File: src/rtl/gwch_pkg.sv
// ============================================================================
// gwch_pkg
// Shared types and constants for the gift-wrapping convex hull block.
// ============================================================================
package gwch_pkg;

    localparam int COORD_W = 16;
    localparam int DIFF_W  = COORD_W + 1;
    localparam int PROD_W  = 2 * DIFF_W;
    localparam int POINT_W = 3 * COORD_W;

    // x in the lowest bits, matching the stream word layout
    typedef struct packed {
        logic signed [COORD_W-1:0] z;
        logic signed [COORD_W-1:0] y;
        logic signed [COORD_W-1:0] x;
    } point_t;

    typedef enum logic [3:0] {
        ST_IDLE,
        ST_START_RD,
        ST_START_SCAN,
        ST_ROUND_RD,
        ST_CAND0,
        ST_MUL1,
        ST_MUL2,
        ST_CMP,
        ST_EMIT,
        ST_CLOSE
    } state_t;

    typedef struct packed {
        logic load_a;
        logic load_b;
    } alu_ctrl_t;

    typedef struct packed {
        logic left;
        logic cand_is_cur;
    } alu_stat_t;

endpackage

File: src/rtl/gwch_store.sv
// ============================================================================
// gwch_store
// Point memory: one write port, one read port with registered read data.
// ============================================================================
module gwch_store #(
    parameter int DEPTH = 32,
    parameter int AW    = 5
) (
    input  logic            clk,
    input  logic            we,
    input  logic [AW-1:0]   waddr,
    input  gwch_pkg::point_t wdata,
    input  logic [AW-1:0]   raddr,
    output gwch_pkg::point_t rdata
);

    gwch_pkg::point_t mem [DEPTH];
    gwch_pkg::point_t rdata_reg;

    always_ff @(posedge clk)
    begin
        if (we)
        begin
            mem[waddr] <= wdata;
        end
        rdata_reg <= mem[raddr];
    end

    assign rdata = rdata_reg;

endmodule

File: src/rtl/gwch_alu.sv
// ============================================================================
// gwch_alu
// Shared cross-product unit: one signed multiplier used in two passes.
// ============================================================================
module gwch_alu (
    input  logic                clk,
    input  gwch_pkg::alu_ctrl_t ctrl,
    input  gwch_pkg::point_t    cur,
    input  gwch_pkg::point_t    cand,
    input  gwch_pkg::point_t    pnt,
    output gwch_pkg::alu_stat_t stat
);

    logic signed [gwch_pkg::DIFF_W-1:0] op_a;
    logic signed [gwch_pkg::DIFF_W-1:0] op_b;
    logic signed [gwch_pkg::PROD_W-1:0] prod;
    logic signed [gwch_pkg::PROD_W-1:0] prod_a_reg;
    logic signed [gwch_pkg::PROD_W-1:0] prod_b_reg;

    // first pass: (cand.x - cur.x) * (p.y - cur.y)
    // second pass: (p.x - cur.x) * (cand.y - cur.y)
    always_comb
    begin
        if (ctrl.load_a)
        begin
            op_a = $signed({cand.x[gwch_pkg::COORD_W-1], cand.x})
                 - $signed({cur.x[gwch_pkg::COORD_W-1], cur.x});
            op_b = $signed({pnt.y[gwch_pkg::COORD_W-1], pnt.y})
                 - $signed({cur.y[gwch_pkg::COORD_W-1], cur.y});
        end
        else
        begin
            op_a = $signed({pnt.x[gwch_pkg::COORD_W-1], pnt.x})
                 - $signed({cur.x[gwch_pkg::COORD_W-1], cur.x});
            op_b = $signed({cand.y[gwch_pkg::COORD_W-1], cand.y})
                 - $signed({cur.y[gwch_pkg::COORD_W-1], cur.y});
        end
        prod = op_a * op_b;
    end

    always_ff @(posedge clk)
    begin
        if (ctrl.load_a)
        begin
            prod_a_reg <= prod;
        end
        if (ctrl.load_b)
        begin
            prod_b_reg <= prod;
        end
    end

    // cross product > 0 is the same as first product > second product
    assign stat.left        = prod_a_reg > prod_b_reg;
    assign stat.cand_is_cur = (cand == cur);

endmodule

File: src/rtl/gift_wrap_convex_hull.sv
// ============================================================================
// gift_wrap_convex_hull
// Gift-wrapping convex hull in the xy plane over a stored point set.
//
//  channel | dir | tdata [47:0]          | tlast      | tuser
//  --------+-----+-----------------------+------------+--------------
//  s_      | in  | point_x, _y, _z       | last_point | -
//  m_      | out | hull_x, _y, _z        | hull_end   | hull_aborted
//
// Points are stored as they are accepted. After the last point of a set, the
// start search reads each stored point in turn, and each hull round reads
// every point, with the single shared multiplier doing two passes per point
// plus a compare; the round's word is loaded at the end of the round, then
// the closing word is loaded. Input is not ready from the last point until
// the closing word is loaded. Reset clears all control state; the point
// memory needs no clearing. A stalled output holds the sequencer in its emit
// or close state.
// ============================================================================
module gift_wrap_convex_hull #(
    parameter int MAX_POINTS = 32
) (
    input  logic        clk,
    input  logic        rst_n,
    input  logic        s_tvalid,
    output logic        s_tready,
    input  logic [47:0] s_tdata,   // point_x, point_y, point_z
    input  logic        s_tlast,   // last_point
    output logic        m_tvalid,
    input  logic        m_tready,
    output logic [47:0] m_tdata,   // hull_x, hull_y, hull_z
    output logic        m_tlast,   // hull_end
    output logic        m_tuser    // hull_aborted
);

    localparam int IDX_W = (MAX_POINTS > 1) ? $clog2(MAX_POINTS) : 1;
    localparam int CNT_W = $clog2(MAX_POINTS + 1);
    localparam int RND_W = $clog2(MAX_POINTS + 2);
    localparam logic [CNT_W-1:0] CNT_MAX    = CNT_W'(MAX_POINTS);
    localparam logic [RND_W-1:0] ROUNDS_MAX = RND_W'(MAX_POINTS + 1);

    gwch_pkg::state_t    state_reg, state_next;
    gwch_pkg::point_t    start_reg, start_next;
    gwch_pkg::point_t    cur_reg, cur_next;
    gwch_pkg::point_t    cand_reg, cand_next;
    gwch_pkg::point_t    rd_pt;
    gwch_pkg::point_t    out_pt_reg, out_pt_next;
    gwch_pkg::alu_ctrl_t alu_ctrl;
    gwch_pkg::alu_stat_t alu_stat;

    logic [CNT_W-1:0] count_reg, count_next;
    logic [CNT_W-1:0] j_reg, j_next, j_inc;
    logic [RND_W-1:0] round_reg, round_next;
    logic             dropped_reg, dropped_next;
    logic             closed_reg, closed_next;
    logic             out_valid_reg, out_valid_next;
    logic             out_last_reg, out_last_next;
    logic             out_user_reg, out_user_next;
    logic [IDX_W-1:0] rd_addr;
    logic             store_we;
    logic             in_accept;
    logic             out_free;
    logic             more_points;
    logic             take_start;
    logic             cand_is_start;

    gwch_store #(
        .DEPTH (MAX_POINTS),
        .AW    (IDX_W)
    ) u_store (
        .clk   (clk),
        .we    (store_we),
        .waddr (count_reg[IDX_W-1:0]),
        .wdata (gwch_pkg::point_t'(s_tdata)),
        .raddr (rd_addr),
        .rdata (rd_pt)
    );

    gwch_alu u_alu (
        .clk  (clk),
        .ctrl (alu_ctrl),
        .cur  (cur_reg),
        .cand (cand_reg),
        .pnt  (rd_pt),
        .stat (alu_stat)
    );

    assign s_tready      = (state_reg == gwch_pkg::ST_IDLE);
    assign in_accept     = s_tvalid && s_tready;
    assign out_free      = !out_valid_reg || m_tready;
    assign j_inc         = j_reg + CNT_W'(1);
    assign more_points   = (j_inc < count_reg);
    assign take_start    = (j_reg == '0) || ($signed(rd_pt.x) < $signed(start_reg.x));
    assign cand_is_start = (cand_reg == start_reg);

    // next state
    always_comb
    begin
        state_next = state_reg;
        case (state_reg)
            gwch_pkg::ST_IDLE:
            begin
                if (in_accept && s_tlast)
                begin
                    state_next = gwch_pkg::ST_START_RD;
                end
            end
            gwch_pkg::ST_START_RD:
            begin
                state_next = gwch_pkg::ST_START_SCAN;
            end
            gwch_pkg::ST_START_SCAN:
            begin
                if (!more_points)
                begin
                    state_next = gwch_pkg::ST_ROUND_RD;
                end
            end
            gwch_pkg::ST_ROUND_RD:
            begin
                state_next = gwch_pkg::ST_CAND0;
            end
            gwch_pkg::ST_CAND0:
            begin
                if (CNT_W'(1) < count_reg)
                begin
                    state_next = gwch_pkg::ST_MUL1;
                end
                else
                begin
                    state_next = gwch_pkg::ST_EMIT;
                end
            end
            gwch_pkg::ST_MUL1:
            begin
                state_next = gwch_pkg::ST_MUL2;
            end
            gwch_pkg::ST_MUL2:
            begin
                state_next = gwch_pkg::ST_CMP;
            end
            gwch_pkg::ST_CMP:
            begin
                if (more_points)
                begin
                    state_next = gwch_pkg::ST_MUL1;
                end
                else
                begin
                    state_next = gwch_pkg::ST_EMIT;
                end
            end
            gwch_pkg::ST_EMIT:
            begin
                if (out_free)
                begin
                    if (cand_is_start || (round_reg == ROUNDS_MAX))
                    begin
                        state_next = gwch_pkg::ST_CLOSE;
                    end
                    else
                    begin
                        state_next = gwch_pkg::ST_ROUND_RD;
                    end
                end
            end
            gwch_pkg::ST_CLOSE:
            begin
                if (out_free)
                begin
                    state_next = gwch_pkg::ST_IDLE;
                end
            end
            default:
            begin
                state_next = gwch_pkg::ST_IDLE;
            end
        endcase
    end

    // datapath and outputs
    always_comb
    begin
        count_next     = count_reg;
        dropped_next   = dropped_reg;
        j_next         = j_reg;
        round_next     = round_reg;
        closed_next    = closed_reg;
        start_next     = start_reg;
        cur_next       = cur_reg;
        cand_next      = cand_reg;
        out_pt_next    = out_pt_reg;
        out_last_next  = out_last_reg;
        out_user_next  = out_user_reg;
        out_valid_next = out_valid_reg && !m_tready;
        store_we       = 1'b0;
        alu_ctrl       = '0;
        rd_addr        = j_reg[IDX_W-1:0];

        case (state_reg)
            gwch_pkg::ST_IDLE:
            begin
                if (in_accept)
                begin
                    if (count_reg < CNT_MAX)
                    begin
                        store_we   = 1'b1;
                        count_next = count_reg + CNT_W'(1);
                    end
                    else
                    begin
                        dropped_next = 1'b1;
                    end
                end
            end
            gwch_pkg::ST_START_RD:
            begin
                rd_addr = '0;
                j_next  = '0;
            end
            gwch_pkg::ST_START_SCAN:
            begin
                // keep the first point of least x
                if (take_start)
                begin
                    start_next = rd_pt;
                    cur_next   = rd_pt;
                end
                else
                begin
                    cur_next = start_reg;
                end
                round_next = '0;
                if (more_points)
                begin
                    j_next  = j_inc;
                    rd_addr = j_inc[IDX_W-1:0];
                end
            end
            gwch_pkg::ST_ROUND_RD:
            begin
                rd_addr    = '0;
                j_next     = '0;
                round_next = round_reg + RND_W'(1);
            end
            gwch_pkg::ST_CAND0:
            begin
                cand_next = rd_pt;
                j_next    = CNT_W'(1);
                rd_addr   = IDX_W'(1);
            end
            gwch_pkg::ST_MUL1:
            begin
                alu_ctrl.load_a = 1'b1;
            end
            gwch_pkg::ST_MUL2:
            begin
                alu_ctrl.load_b = 1'b1;
            end
            gwch_pkg::ST_CMP:
            begin
                if (alu_stat.cand_is_cur || alu_stat.left)
                begin
                    cand_next = rd_pt;
                end
                if (more_points)
                begin
                    j_next  = j_inc;
                    rd_addr = j_inc[IDX_W-1:0];
                end
            end
            gwch_pkg::ST_EMIT:
            begin
                if (out_free)
                begin
                    out_valid_next = 1'b1;
                    out_pt_next    = cur_reg;
                    out_last_next  = 1'b0;
                    out_user_next  = dropped_reg;
                    cur_next       = cand_reg;
                    closed_next    = cand_is_start;
                end
            end
            gwch_pkg::ST_CLOSE:
            begin
                if (out_free)
                begin
                    out_valid_next = 1'b1;
                    out_pt_next    = start_reg;
                    out_last_next  = 1'b1;
                    out_user_next  = dropped_reg || !closed_reg;
                    count_next     = '0;
                    dropped_next   = 1'b0;
                end
            end
            default:
            begin
                out_valid_next = out_valid_reg && !m_tready;
            end
        endcase
    end

    always_ff @(posedge clk or negedge rst_n)
    begin
        if (!rst_n)
        begin
            state_reg     <= gwch_pkg::ST_IDLE;
            count_reg     <= '0;
            dropped_reg   <= 1'b0;
            j_reg         <= '0;
            round_reg     <= '0;
            closed_reg    <= 1'b0;
            out_valid_reg <= 1'b0;
        end
        else
        begin
            state_reg     <= state_next;
            count_reg     <= count_next;
            dropped_reg   <= dropped_next;
            j_reg         <= j_next;
            round_reg     <= round_next;
            closed_reg    <= closed_next;
            out_valid_reg <= out_valid_next;
        end
    end

    always_ff @(posedge clk)
    begin
        start_reg    <= start_next;
        cur_reg      <= cur_next;
        cand_reg     <= cand_next;
        out_pt_reg   <= out_pt_next;
        out_last_reg <= out_last_next;
        out_user_reg <= out_user_next;
    end

    assign m_tvalid = out_valid_reg;
    assign m_tdata  = out_pt_reg;
    assign m_tlast  = out_last_reg;
    assign m_tuser  = out_user_reg;

endmodule
File: config.mk
export PLATFORM = sky130hd
export DESIGN_NAME = gift_wrap_convex_hull
export DESIGN_NICKNAME = d
export VERILOG_FILES = /design/src/rtl/gwch_pkg.sv /design/src/rtl/gwch_store.sv /design/src/rtl/gwch_alu.sv /design/src/rtl/gift_wrap_convex_hull.sv
export SDC_FILE = /design/constraint.sdc
export NUM_CORES = 2
export LEC_CHECK = 0
export BUFFER_PORTS_ARGS = -buffer_cell sky130_fd_sc_hd__clkbuf_2
export CORE_UTILIZATION = 45
export CTS_CLUSTER_SIZE = 30
export DETAILED_ROUTE_END_ITERATION = 10
export HOLD_SLACK_MARGIN = 0.05
export MAX_ROUTING_LAYER = met4
export PLACE_DENSITY = 0.58
export SLEW_MARGIN = 30
export SYNTH_ARGS = -nofsm -noshare
export SYNTH_HDL_FRONTEND = slang
export SYNTH_SLANG_ARGS = --single-unit
File: constraint.sdc
create_clock -name clk -period 32.8 [get_ports clk]
set_clock_uncertainty 0.1 [all_clocks]
set_input_delay 1.64 -clock clk [delete_from_list [all_inputs] [get_ports clk]]
set_output_delay 1.64 -clock clk [all_outputs]
set_load 0.005 [all_outputs]
## Word-level counts from Yosys, hierarchy flattened

Memory sizes are Yosys's and may differ from the RTL's. A register that Yosys moved wholly into a read port is not among the register bits.
Cells that the tools add are included.

- Register bits: 287
- RAM bits: 1536
- Input port bits: 53
- Output and inout bits: 52
- Logic and storage cells: 133
- Memories: 1

Memories:

| name | depth | width | rd ports | clocked after memory_dff | write ports | RTL line | text |
|---|---|---|---|---|---|---|---|
| u_store.mem | 32 | 48 | 1 | 1 | 1 | gwch_store.sv:17 | `gwch_pkg::point_t mem [DEPTH];` |

- Add/sub/neg operators: 7
- Multipliers: 1
- Order comparisons: 5
- Equality and inequality tests: 21
- Mux-type cells: 45
- Reductions and logical operators: 30

Operator list:

| cell | count |
|---|---|
| 48-bit one-hot mux with 2 select lines | 3 |
| 48-bit 2-to-1 mux | 5 |
| 48-bit equality test | 2 |
| 16-bit by 16-bit subtractor with 17-bit output | 4 |
| 4-bit one-hot mux with 10 select lines | 1 |
| 34-bit > comparator | 1 |
| 17-bit by 17-bit multiplier with 34-bit output | 1 |
| 17-bit 2-to-1 mux | 2 |
| 4-bit 2-to-1 mux | 7 |
| 6-bit 2-to-1 mux | 4 |
| 6-bit one-hot mux with 2 select lines | 2 |
| 6-bit by 1-bit adder with 6-bit output (second input constant) | 3 |
| 6-bit one-hot mux with 3 select lines | 1 |
| 4-bit by 3-bit equality test with 1-bit output (second input constant) | 4 |
| 16-bit less-than comparator | 1 |
| 1-bit 2-to-1 mux | 15 |
| 5-bit one-hot mux with 3 select lines | 1 |
| 4-bit AND reduction | 3 |
| 2-bit != test (second input constant) | 5 |
| 2-bit nonzero test | 5 |
| 4-bit by 2-bit equality test with 1-bit output (second input constant) | 2 |
| 4-bit equality test (second input constant) | 2 |
| 2-bit by 1-bit != test with 1-bit output (second input constant) | 4 |
| 2-bit AND reduction | 4 |
| other kinds (15) | 27 |

## Depth between registers and ports, before layout

- Word-level depth: 6
- Depth in mapped cells: 41

## Cells and area by module

From an unflattened synthesis, not the netlist that was laid out.

- Cells, all modules: 5912
- Area total of the unflattened synthesis: 87779.2 µm²

Modules (own cells, without submodules):

| module | instances | cells each | area an instance (µm²) | sequential area each (µm²) |
|---|---|---|---|---|
| gwch_store | 1 | 3364 | 60724.5 | 47085.2 |
| gwch_alu | 1 | 1722 | 16255.6 | 2042.0 |
| gift_wrap_convex_hull | 1 | 826 | 10799.1 | 6451.2 |

## Least setup slack after synthesis

OpenSTA, ideal clock, no wires.

- Path type: register -> register
- From: reg state_reg[2]
- To: reg u_alu.prod_a_reg[30] (netlist bit) (data pin)
- Data arrival time: 10.479 ns
- Data required time: 32.434 ns
- Path slack: 21.955 ns
- Stages on the path, launching flop included: 41
- Buffers on the path: 2
- Clock period less this slack: 10.845 ns
- Cell sequence: dfrtp_1 clkbuf_1 nand2_1 nor3b_1 clkbuf_1 mux2i_1 ha_1 inv_1 fa_1 a21o_1 a21o_1 a21oi_1 o21ai_0 a41oi_1 a21oi_1 a21o_1 a21o_1 xor2_1 [5 not listed] fa_1 inv_1 fa_1 fa_1 inv_1 fa_1 inv_1 ha_1 a21oi_1 o21bai_1 a21oi_1 o21a_1 o221ai_1 a31oi_1 o21bai_1 a21oi_1 a21oi_1 xor2_1

- Longest elaborated chain between the ends: 4
- Elaborated cells on any way between the ends: 5
- Classes of those cells: mul: 1; eq/ne: 1; mux: 3

Ends and longest elaborated chain:

| what | RTL line | text |
|---|---|---|
| start: declaration | gift_wrap_convex_hull.sv:41 | `gwch_pkg::state_t state_reg, state_next;` |
| start signal: assignment | gift_wrap_convex_hull.sv:306 | `state_reg <= gwch_pkg::ST_IDLE;` |
| start signal: assignment | gift_wrap_convex_hull.sv:316 | `state_reg <= state_next;` |
| 4-bit by 3-bit equality test with 1-bit output * | gift_wrap_convex_hull.sv:199 | `case (state_reg)` |
| 1-bit 2-to-1 mux * | gift_wrap_convex_hull.sv:199 |  |
| 17-bit 2-to-1 mux | gwch_alu.sv:24 | `if (ctrl.load_a)` |
| 17-bit by 17-bit multiplier with 34-bit output * | gwch_alu.sv:38 | `prod = op_a * op_b;` |
| named net u_alu.prod, one bit | gwch_alu.sv:16 | `logic signed [gwch_pkg::PROD_W-1:0] prod;` |
| end signal: assignment | gwch_alu.sv:45 | `prod_a_reg <= prod;` |
| end: declaration | gwch_alu.sv:17 | `logic signed [gwch_pkg::PROD_W-1:0] prod_a_reg;` |

The timed path passes the listed nets; every way through them passes the cells marked *.
A chain may end at the register's enable or synchronous reset.

## Worst setup path after layout

- From: reg state_reg[3]
- To: reg u_alu.prod_a_reg[31] (netlist bit) (data pin)

Same word-level chain as after synthesis.

==> summary.md <==
| Metric | Value |
|---|---|
| Max_slew headroom | `0.306` |
| Worst-path maximum fanout | `32` |
| Synth Area per Inst | `13.2 um2` |
| GP Congestion | `0.925` |
| Setup bufs post-CTS | `0` |
| Violated checks | `DRC` |
| Global-route wire length before repair | `362000 um` |
| Antenna-violating nets left | `0` |
| Top-Level Pins | `105` |
| Root Buffer | `clkbuf_16` |
| WS Path Type | `reg -> reg` |
| CTS clock-pin slew for the worst setup and hold paths | `~0.060 ns` |
| First-pass detailed-route iteration total | `9` |
| Synth top area cells | `edfxtp_1 63%, fa_1 7.0%, nand2_1 4.6%, nor2_1 3.4%, ha_1 2.6%` |
| Post-CTS sizing | `0` |
| Worst-margin pin slew | `1.03 ns` |
| Core Area | `between 150000 and 200000 um2` |
| Max-capacitance violation count | `0` |
| Pin count of the biggest net entering global routing | `151` |
| Vias | `about 53000` |
| Initial core utilization | `0.454` |
| CTS Buf Count | `195` |
| PortBufs | `104` |
| Post-synth top flop | `edfxtp_1` |
| Total Nets Final | `7161` |
| Post-Syn Nets | `7019` |
| Yosys warns | `0` |
| Synth top cells by count | `1798 x edfxtp_1, 1044 x nand2_1, 773 x nor2_1, 421 x inv_1, 298 x fa_1` |
| Initial DRC count | `6080` |
| Hold_buf cts | `0` |
| Post-synth EDFFs | `between 1500 and 2000` |
| Tmin final | `approximately 11 ns` |
| Synth top area share | `0.631` |
| Post-synthesis sequential area ratio | `0.650` |
| Fin. max-slew vios | `0` |
| Most numerous cell in the Yosys netlist | `edfxtp_1` |
| Num Clock Sinks | `1871` |
| Area Overhead vs Synth | `12.1%` |
| CP max-delay cell | `xor2_1` |
| CTS tree | `built` |
| Peak Freq | `0.0880 GHz` |
| Post-synthesis cell count | `6489` |
| Vias in the first global route | `51907` |
| CP Launch Point | `state_reg[3]$_DFFE_PN0P_` |
| Gr usage total | `0.269` |
| Chip height | `around 440 um` |
| # H-tree levels | `4` |
| Buf/Inv on CP | `8` |
| Worst Hold Launch | `u_store.rdata[45]$_DFF_P_` |
| Dpl hpwl | `between 150000 and 200000 um` |
| Ys async rst share | `0.0134` |
| Post-Syn Area | `85500 um2` |
| WL final | `roughly 250000 um` |
| Setup Viol. Count Final | `0` |
| Post-synth cell types | `69` |
| RSZ-0062 raised after global routing | `false` |
| Area of the die | `~190000 um2` |
| Max FFs per register | `approximately 1500` |
| Setup crit start kind | `flop` |
| Hold Crit Class | `reg -> reg` |
| CP arrival | `around 12 ns` |
| Status | `finished with violations` |
| Part of the cycle the worst path needs | `0.346` |
| Via/cell ratio | `5.71` |
| Max Root-Sink Buffers | `3` |
| Number of remaining DRC errors | `18` |
| Initial antenna violation count | `16` |
| Die Wd | `438 um` |
| CP Capture Type | `flop` |
| Total negative slack | `0 ns` |
| Share of layout cells above drive strength 1 | `0.108` |
| GR Overflow Total | `0` |
| # rows | `159` |
| Worst skew pair latency | `0.84 ns` |
| Crit-path max cell delay | `0.70 ns` |
| Largest area contributor in the netlist | `edfxtp_1` |
| Hold Fails Final Rpt | `0` |
| Worst r2r src | `state_reg[3]$_DFFE_PN0P_` |
| Yosys reg bits | `1871` |
| Critical Path RT | `33.22 ns` |
| Largest Register | `u_store.mem` |
| CP delay by family, top | `adder cells` |
| Avg WL per Cell | `27.2 um` |
[cell type report]
| type | instances | area [um2] |
|---|---|---|
| fill | 16126 | 92400 |
| sequential | 1871 | 55600 |
| multi-input combinational | 3896 | 27600 |
| clock buffer | 263 | 5310 |
| tap | 2495 | 3120 |
| timing repair buffer | 242 | 1650 |
| inverter | 425 | 1610 |
| clock inverter | 94 | 945 |
| antenna | 11 | 27.5 |
[kinds of logic (layout without fill, tap and decap cells)]
kind of cell,after synthesis,count (layout),share of synthesized area
AOI/OAI and AO/OA,534,534,0.0451
xor gates and xnor gates,178,178,0.0182
adders and majority gates,477,477,0.0959
buffers and inverters,722,1024,0.0334
DFF,1871,1871,0.650
muxes,323,323,0.0397
other,0,11,0
and+or+nand+nor,2384,2384,0.118
[final timing paths]
kind | to | slack, ns | cells past startpoint
min reg2reg | cand_reg[45]$_DFFE_PP_ | 0.33 | 0
max reg2reg | u_alu.prod_a_reg[31]$_DFFE_PN_ | 21.44 | 38
max | u_alu.prod_a_reg[31]$_DFFE_PN_ | 21.44 | 38
max in group asynchronous | round_reg[2]$_DFFE_PN0P_ | 31.36 | 1
min | cand_reg[45]$_DFFE_PP_ | 0.33 | 0
min in group asynchronous | count_reg[2]$_DFFE_PN0P_ | 0.73 | 1
[cells in the final DEF (no fill, tap or decap), drive strengths merged, types with 138 or more instances in the layout]
| cell | n |
|---|---|
| clkbuf | 367 |
| xnor2 | 138 |
| nor2 | 773 |
| inv | 434 |
| fa | 298 |
| a32oi | 190 |
| edfxtp | 1798 |
| ha | 179 |
| nand3 | 232 |
| mux2i | 195 |
| nand2 | 1044 |
| buf | 138 |
[layer usage]
metal	GRT usage	vias to the layer above	wire length, um
met5	-	-	0
met4	0.0909	0	8470
met3	0.0397	443	18200
met2	0.437	2094	124000
met1	0.347	27145	102000
li1	-	23425	-
[per-stage QoR]
step / hold slack (ns) / std cells / cell area, um2 / worst slack (ns) / utilization
4_1_cts: 0.323 / 9285 / 95800 / 21.57 / 0.509
3_5_place_dp: 0.324 / 8928 / 89500 / 21.59 / 0.476
5_1_grt: 0.346 / 9295 / 95800 / 20.94 / 0.509
3_3_place_gp: 0.314 / 8926 / 89400 / 21.75 / 0.475
6_report: 0.326 / 9297 / 95800 / 21.44 / 0.509
2_1_floorplan: 0.304 / 6489 / 85500 / 21.95 / -
Power is not shown: default switching activity piles up to over one toggle a cycle in this logic, so the estimate is an artifact.
